File: src/rtl/mcgd_pkg.sv
// Shared codes, defaults and types for the mouse click gesture decoder.
`timescale 1ns / 1ps

package mcgd_pkg;

	// Field widths
	localparam int TIMEOUT_W   = 16;
	localparam int OFFSET_W    = 8;
	localparam int GESTURE_W   = 3;
	localparam int S_DATA_W    = 32;
	localparam int M_DATA_W    = 8;

	// Reset values
	localparam int DEFAULT_COUNT_WIDTH = 16;
	localparam logic [TIMEOUT_W-1:0] DEFAULT_TIMEOUT = 16'd300;

	typedef logic [GESTURE_W-1:0] gesture_t;
	typedef logic [1:0]           pend_t;
	typedef logic [OFFSET_W-1:0]  offset_t;

	// Pending click codes (code 3 unused, treated as none)
	localparam pend_t PEND_LEFT  = 2'd0;
	localparam pend_t PEND_RIGHT = 2'd1;
	localparam pend_t PEND_NONE  = 2'd2;

	// Item kinds carried on tuser
	localparam logic FUNC_PACKET = 1'b0;
	localparam logic FUNC_TICK   = 1'b1;

	// Gesture codes
	localparam gesture_t G_DBL_LEFT   = 3'd0;
	localparam gesture_t G_DBL_RIGHT  = 3'd1;
	localparam gesture_t G_LEFT       = 3'd2;
	localparam gesture_t G_RIGHT      = 3'd3;
	localparam gesture_t G_MIDDLE     = 3'd4;
	localparam gesture_t G_WHEEL_DOWN = 3'd5;
	localparam gesture_t G_WHEEL_UP   = 3'd6;
	localparam gesture_t G_QUIT       = 3'd7;

	// One decoded input word
	typedef struct packed {
		offset_t wheel_z;
		offset_t move_y;
		offset_t move_x;
		logic    middle_pressed;
		logic    right_pressed;
		logic    left_pressed;
	} packet_t;

endpackage

File: src/rtl/mouse_click_gesture_decoder.sv
// Top level: classifies mouse packets and millisecond ticks into gesture words.
`timescale 1ns / 1ps

// An accepted word passes through the input register and then the result register, which
// drives its gesture on m_tvalid. Throughput: one input word per cycle while the result
// slot is free or draining; the state update between the two registers is combinational.
// Reset (arst_n low): timeout back to 300 ms, no click pending, counter zero, halt cleared,
// both pipeline registers emptied. After quit the block drops all words until reset.
module mouse_click_gesture_decoder #(
	parameter int COUNT_WIDTH = mcgd_pkg::DEFAULT_COUNT_WIDTH
) (
	input  logic                              clk,
	input  logic                              arst_n,
	input  logic                              cfg_we,
	input  logic [mcgd_pkg::TIMEOUT_W-1:0]    cfg_wdata,   // click_timeout_ms
	input  logic                              s_tvalid,
	output logic                              s_tready,
	// [0] left_pressed, [1] right_pressed, [2] middle_pressed, [10:3] move_x,
	// [18:11] move_y, [26:19] wheel_z, [31:27] zero
	input  logic [mcgd_pkg::S_DATA_W-1:0]     s_tdata,
	input  logic                              s_tuser,     // [0] func
	output logic                              m_tvalid,
	input  logic                              m_tready,
	output logic [mcgd_pkg::M_DATA_W-1:0]     m_tdata      // [2:0] gesture, [7:3] zero
);
	import mcgd_pkg::*;

	localparam int CMP_W = (COUNT_WIDTH > TIMEOUT_W) ? COUNT_WIDTH : TIMEOUT_W;
	localparam logic [COUNT_WIDTH-1:0] COUNT_MAX = {COUNT_WIDTH{1'b1}};

	logic [TIMEOUT_W-1:0]   timeout_q;
	pend_t                  pend_q;
	logic [COUNT_WIDTH-1:0] elapsed_q;
	logic                   halted_q;

	logic                   valid_s1;
	logic                   func_s1;
	packet_t                pkt_s1;

	logic                   out_valid_q;
	gesture_t               gesture_q;

	logic                   advance;
	pend_t                  pend_d;
	logic [COUNT_WIDTH-1:0] elapsed_d;
	logic                   halted_d;
	logic                   res_valid;
	gesture_t               res_gesture;
	logic [COUNT_WIDTH-1:0] elapsed_inc;
	logic                   pending;
	logic                   motionless;
	logic                   press;
	pend_t                  press_btn;

	// Handshakes: stage 1 moves on when the result slot is free or draining
	assign advance  = valid_s1 && (!out_valid_q || m_tready);
	assign s_tready = !valid_s1 || advance;
	assign m_tvalid = out_valid_q;
	assign m_tdata  = {{(M_DATA_W-GESTURE_W){1'b0}}, gesture_q};

	// Timeout register
	always_ff @(posedge clk or negedge arst_n) begin
		if (!arst_n) begin
			timeout_q <= DEFAULT_TIMEOUT;
		end else if (cfg_we) begin
			timeout_q <= cfg_wdata;
		end
	end

	// Input register
	always_ff @(posedge clk or negedge arst_n) begin
		if (!arst_n) begin
			valid_s1 <= 1'b0;
		end else if (s_tready) begin
			valid_s1 <= s_tvalid;
		end
	end

	always_ff @(posedge clk) begin
		if (s_tready && s_tvalid) begin
			func_s1 <= s_tuser;
			pkt_s1  <= packet_t'(s_tdata[$bits(packet_t)-1:0]);
		end
	end

	// Gesture classification and next state
	assign pending     = (pend_q == PEND_LEFT) || (pend_q == PEND_RIGHT);
	assign elapsed_inc = (elapsed_q != COUNT_MAX) ? elapsed_q + 1'b1 : elapsed_q;
	assign motionless  = (pkt_s1.move_x == '0) && (pkt_s1.move_y == '0)
	                     && (pkt_s1.wheel_z == '0);
	assign press       = motionless && (pkt_s1.left_pressed || pkt_s1.right_pressed);
	assign press_btn   = pkt_s1.left_pressed ? PEND_LEFT : PEND_RIGHT;

	always_comb begin
		pend_d      = pend_q;
		elapsed_d   = elapsed_q;
		halted_d    = halted_q;
		res_valid   = 1'b0;
		res_gesture = G_QUIT;
		priority if (halted_q) begin
			// dropped
		end else if (func_s1 == FUNC_TICK) begin
			if (pending) begin
				elapsed_d = elapsed_inc;
				if (CMP_W'(elapsed_inc) >= CMP_W'(timeout_q)) begin
					res_valid   = 1'b1;
					res_gesture = (pend_q == PEND_LEFT) ? G_LEFT : G_RIGHT;
					pend_d      = PEND_NONE;
				end
			end
		end else if (press) begin
			if (!pending) begin
				pend_d    = press_btn;
				elapsed_d = '0;
			end else if (pend_q != press_btn) begin
				pend_d      = PEND_NONE;
				halted_d    = 1'b1;
				res_valid   = 1'b1;
				res_gesture = G_QUIT;
			end else begin
				pend_d      = PEND_NONE;
				res_valid   = 1'b1;
				res_gesture = (press_btn == PEND_LEFT) ? G_DBL_LEFT : G_DBL_RIGHT;
			end
		end else if (motionless) begin
			if (pkt_s1.middle_pressed) begin
				res_valid   = 1'b1;
				res_gesture = G_MIDDLE;
			end
		end else if (pkt_s1.wheel_z != '0) begin
			res_valid   = 1'b1;
			res_gesture = pkt_s1.wheel_z[OFFSET_W-1] ? G_WHEEL_UP : G_WHEEL_DOWN;
		end
	end

	// Decoder state
	always_ff @(posedge clk or negedge arst_n) begin
		if (!arst_n) begin
			pend_q    <= PEND_NONE;
			elapsed_q <= '0;
			halted_q  <= 1'b0;
		end else if (advance) begin
			pend_q    <= pend_d;
			elapsed_q <= elapsed_d;
			halted_q  <= halted_d;
		end
	end

	// Result register
	always_ff @(posedge clk or negedge arst_n) begin
		if (!arst_n) begin
			out_valid_q <= 1'b0;
		end else if (advance) begin
			out_valid_q <= res_valid;
		end else if (m_tready) begin
			out_valid_q <= 1'b0;
		end
	end

	always_ff @(posedge clk) begin
		if (advance && res_valid) begin
			gesture_q <= res_gesture;
		end
	end

	// Checks
	a_halt_sticks: assert property (@(posedge clk) disable iff (!arst_n)
		halted_q |=> halted_q)
		else $error("halt flag cleared without reset");

	a_halt_no_pend: assert property (@(posedge clk) disable iff (!arst_n)
		halted_q |-> (pend_q == PEND_NONE))
		else $error("click pending while halted");

	a_quit_halts: assert property (@(posedge clk) disable iff (!arst_n)
		(out_valid_q && (gesture_q == G_QUIT)) |-> halted_q)
		else $error("quit word without halt");

	a_stall_cause: assert property (@(posedge clk) disable iff (!arst_n)
		!s_tready |-> (valid_s1 && out_valid_q && !m_tready))
		else $error("input stalled without a blocked result");

endmodule
File: config.mk
export PLATFORM = sky130hd
export DESIGN_NAME = mouse_click_gesture_decoder
export DESIGN_NICKNAME = d
export VERILOG_FILES = /design/src/rtl/mcgd_pkg.sv /design/src/rtl/mouse_click_gesture_decoder.sv
export SDC_FILE = /design/constraint.sdc
export NUM_CORES = 1
export LEC_CHECK = 0
export ABC_AREA = 0
export BUFFER_PORTS_ARGS = -buffer_cell sky130_fd_sc_hd__buf_2
export CAP_MARGIN = 20
export CORE_MARGIN = 2
export CORE_UTILIZATION = 24
export DETAILED_ROUTE_END_ITERATION = 12
export HOLD_SLACK_MARGIN = 0.12
export PLACE_DENSITY = 0.52
export SLEW_MARGIN = 20
export SYNTH_ARGS = -nofsm -noshare
export SYNTH_HDL_FRONTEND = slang
export SYNTH_SLANG_ARGS = --single-unit
File: constraint.sdc
create_clock -name clk -period 3.8 [get_ports clk]
set_input_delay 0.95 -clock clk [delete_from_list [all_inputs] [get_ports clk]]
set_output_delay 0.95 -clock clk [all_outputs]
set_load 0.01 [all_outputs]
==> reports/summary.md <==
Across the routed clock network, the largest skew measured is 7.30 ps. The clock root buffer was sky130_fd_sc_hd__clkbuf_16. The die covers 0.0153 mm^2.

Entering global routing, the biggest net connects 38 pins. At the worst endpoint, the required time is 3840 ps. The largest area contributor in the synthesized netlist is sky130_fd_sc_hd__edfxtp_1.

By startpoint and endpoint, the worst setup path is classified as flip-flop to flip-flop. From bottom edge to top edge, the die measures 124 um. The headroom to the max-slew limit came out at 32.1%. For this block, the routed nets add up to 7.01 mm of wire. Final hold analysis gives a worst-case slack of 513 ps. Timing analysis after detailed placement gives a worst setup slack of 423 ps.

Clock-pin slew was measured on the worst setup and hold paths at 60 ps. The run gives 0 as the number of gates resized after CTS. In this run the core area contains 43 standard-cell rows.

The completed layout was analyzed and its total power is 1.70 mW. The initial antenna violation count came out at 0. Setup repair after global routing left no endpoint under its margin.

Number of max-slew violations in the final report: 0. The congestion estimate from routability-driven global placement came to 0.804. At the worst endpoint, the arrival time is 3370 ps. For the number of failing hold endpoints at the final stage, the log shows 0. Top achievable clock speed: 300 MHz. The number of cells traversed by the worst register-to-register path was 14. The longest clock path from root to sink contains 2 buffers.

The post-cts hold buffer count was 0; the number of setup buffers added after CTS was 0. After synthesis, the largest area contributor takes up 27.1% of total cell area. The yosys synthesis warning count was 0; the global route total overflow was 0. Counting the fill cells in the layout gives 1440.

Critical path endpoint category: a flip-flop. For this configuration, the core starts out at a cell density of 24.6%. The run gives 0 as the number of endpoints failing setup at the final stage. The run gives 0 as the remaining design rule violation count. Tracing the worst setup path back leads to its startpoint at elapsed_q[0]$_DFFE_PN0P_. The instance area after placement is 0.00389 mm^2, and the width of the die is 124 um. The overall track demand over capacity in global routing was 10.1%; the via total after detailed routing was 2538. The first routing iteration left 104 violations.

Max-cap violations in this run came to 0. Including well taps, the total number of placed cells is 550. In this run, synthesis produced a sequential element count of 68. Of all flip-flops after synthesis, the portion carrying an async set or reset was 54.4%.

A synthesized cell averages 10.6 um^2. After synthesis, the cell types taking the most area are sky130_fd_sc_hd__edfxtp_1 27%, sky130_fd_sc_hd__dfrtp_1 23%, sky130_fd_sc_hd__ha_1 6.2%, sky130_fd_sc_hd__o21ai_0 4.7%, sky130_fd_sc_hd__dfstp_2 3.8%. In this run the remaining antenna-violating nets after routing total 0.

The final core utilization is 29.9%. The total number of H-tree levels is 3, and the number of synthesized flops with an enable pin is 31. The via count of the first global-routing pass came out at 2571. The run gives 5.19 mm as the sum of net half-perimeters after detailed placement. Dividing the detail-routed wire length by the instance count gives 12.4 um. The core region area was 0.0139 mm^2; the port buffer count was 53. The signed area change from the synthesized netlist to the final layout is 21.5%. TritonCTS built the clock tree. The first detailed-routing pass took 4 iterations. The startpoint type of the worst setup path was a flip-flop. For the pin with the worst max-slew slack, the measured transition is 1010 ps. Worst ir drop on vdd: 0.000353 V. The first global-routing pass estimated 11.9 mm of wire.

The share of synthesized area occupied by flip-flops and latches was 54.2%; the ratio of routed vias to standard cells was 4.48. After synthesis, the netlist uses 54 different library cells. The total clock buffers created by CTS was 9. The final layout contains 452 nets.

The worst hold path begins at timeout_q[8]$_DFFE_PN1P_. For the number of I/O pins, the log shows 64. In the layout the commonest cells are 53 x sky130_fd_sc_hd__buf_2, 34 x sky130_fd_sc_hd__nand2_1, 32 x sky130_fd_sc_hd__o21ai_0, 32 x sky130_fd_sc_hd__dfrtp_1, 31 x sky130_fd_sc_hd__edfxtp_1. Setup total negative slack on the finished layout was measured at 0 ps. In the synthesized netlist the dominant register cell turns out to be sky130_fd_sc_hd__dfrtp_1. The run gives 467 ps as the worst setup slack after layout.

The count of cells in the finished layout, fillers not included, comes to 566. The flow ran to the end, and the final reports show no timing, DRC or antenna violations. The count of mapped cells out of synthesis was 324. The logs give 0.00417 mm^2 for the final instance area and 0.00343 mm^2 for the netlist area before placement.

The worst hold path was traced through 2 stages. Subtracting the final worst setup slack from the clock period gives 3330 ps. Dividing total power by cell area gives a power density of 408 mW/mm^2. The repair_antennas step left the layout with diodes totalling 0.

Of the cells placed in the final design, the portion with a size suffix greater than 1 is 23.8%. Worst reg2reg path startpoint: elapsed_q[0]$_DFFE_PN0P_. The tightest min-delay check is of the flip-flop to flip-flop type.

The clock reaches the later pin of the worst-skew pair after 330 ps. For this design the static power due to leakage is 1.79 nW. The most common library cell in the layout ignoring fill and taps is sky130_fd_sc_hd__buf_2. Along the worst path, the maximum fanout reaches 5. The tree built by TritonCTS fans out to 68 sinks. The portion of the clock cycle consumed by the worst path in the final layout came out at 87.7%.
==> where the power goes <==
group | internal, mW | switching [mW]
Sequential | 0.816 | 0.0168
Clock | 0.447 | 0.321
Combinational | 0.0427 | 0.0589
==> state kept, by name, indices dropped and copies added (netlist names) <==
signal	count
valid_s1	1
pend_q	2
halted_q	1
m_tvalid	1
gesture_q	3
timeout_q	16
pkt_s1	27
elapsed_q	16
func_s1	1
==> path summary, 6_finish.rpt <==
kind | endpoint | slack, ps
worst max-delay path | gesture_q[2]$_SDFFCE_PP1P_ | 470
worst max register to register | gesture_q[2]$_SDFFCE_PP1P_ | 470
worst min-delay path | timeout_q[8]$_DFFE_PN1P_ | 510
min in group asynchronous | timeout_q[10]$_DFFE_PN0P_ | 730
max in group asynchronous | elapsed_q[0]$_DFFE_PN0P_ | 2530
worst min register to register | timeout_q[8]$_DFFE_PN1P_ | 510
==> routing by layer <==
metal  up-vias  wire, um  global-route usage, %  share of wire [%]
met5         -         0                      0                  0
li1       1274         -                      -                  -
met1      1200      3300                   12.6                 47
met3         8       327                   3.25                4.7
met2        56      3320                   16.6                 47
met4         0        63                   3.20               0.90
==> Yosys cell counts (all sizes together), types with 5 or more instances <==
cell type / instances
a21oi: 18
buf: 8
clkbuf: 8
dfrtp: 32
dfstp: 5
edfxtp: 31
ha: 17
inv: 22
nand2: 35
nand3: 10
nand4: 9
nor2: 21
nor4: 10
o21ai: 36
xor2: 8
==> final cells by class <==
cell class | count | area [um^2] | area share (%)
Sequential cell | 68 | 1860 | 44.7
Multi-Input combinational cell | 222 | 1420 | 34.0
Timing Repair Buffer | 58 | 303 | 7.26
Clock buffer | 10 | 229 | 5.49
Tap cell | 180 | 225 | 5.40
Inverter | 22 | 82.6 | 1.98
Clock inverter | 6 | 48.8 | 1.17
==> worst max-delay path, stage by stage, from the launching register on <==
cell,delay (ps)
sky130_fd_sc_hd__dfrtp_1,430
sky130_fd_sc_hd__ha_1,240
sky130_fd_sc_hd__nand2_1,100
sky130_fd_sc_hd__nor2_2,220
sky130_fd_sc_hd__nor4b_1,470
sky130_fd_sc_hd__nand3b_1,180
sky130_fd_sc_hd__o21a_1,160
sky130_fd_sc_hd__ha_1,290
sky130_fd_sc_hd__nand4_1,100
sky130_fd_sc_hd__nor4_1,270
sky130_fd_sc_hd__a21oi_1,100
sky130_fd_sc_hd__o21ai_0,90
sky130_fd_sc_hd__buf_4,170
sky130_fd_sc_hd__nand3_1,90
sky130_fd_sc_hd__inv_1,120
==> cells by family (layout without fill, tap and decap cells) <==
logic type	after synthesis	count (layout)	share of synthesized area, %
simple gates	106	106	16.4
compound gates	79	79	14.1
flops	68	68	54.2
buf+inv	38	96	4.85
fa+ha+maj	17	17	6.19
xor+xnor	12	12	3.06
mux	3	3	0.984
other cells	1	5	0.109
Note: power is estimated with default switching activity, not from simulation.
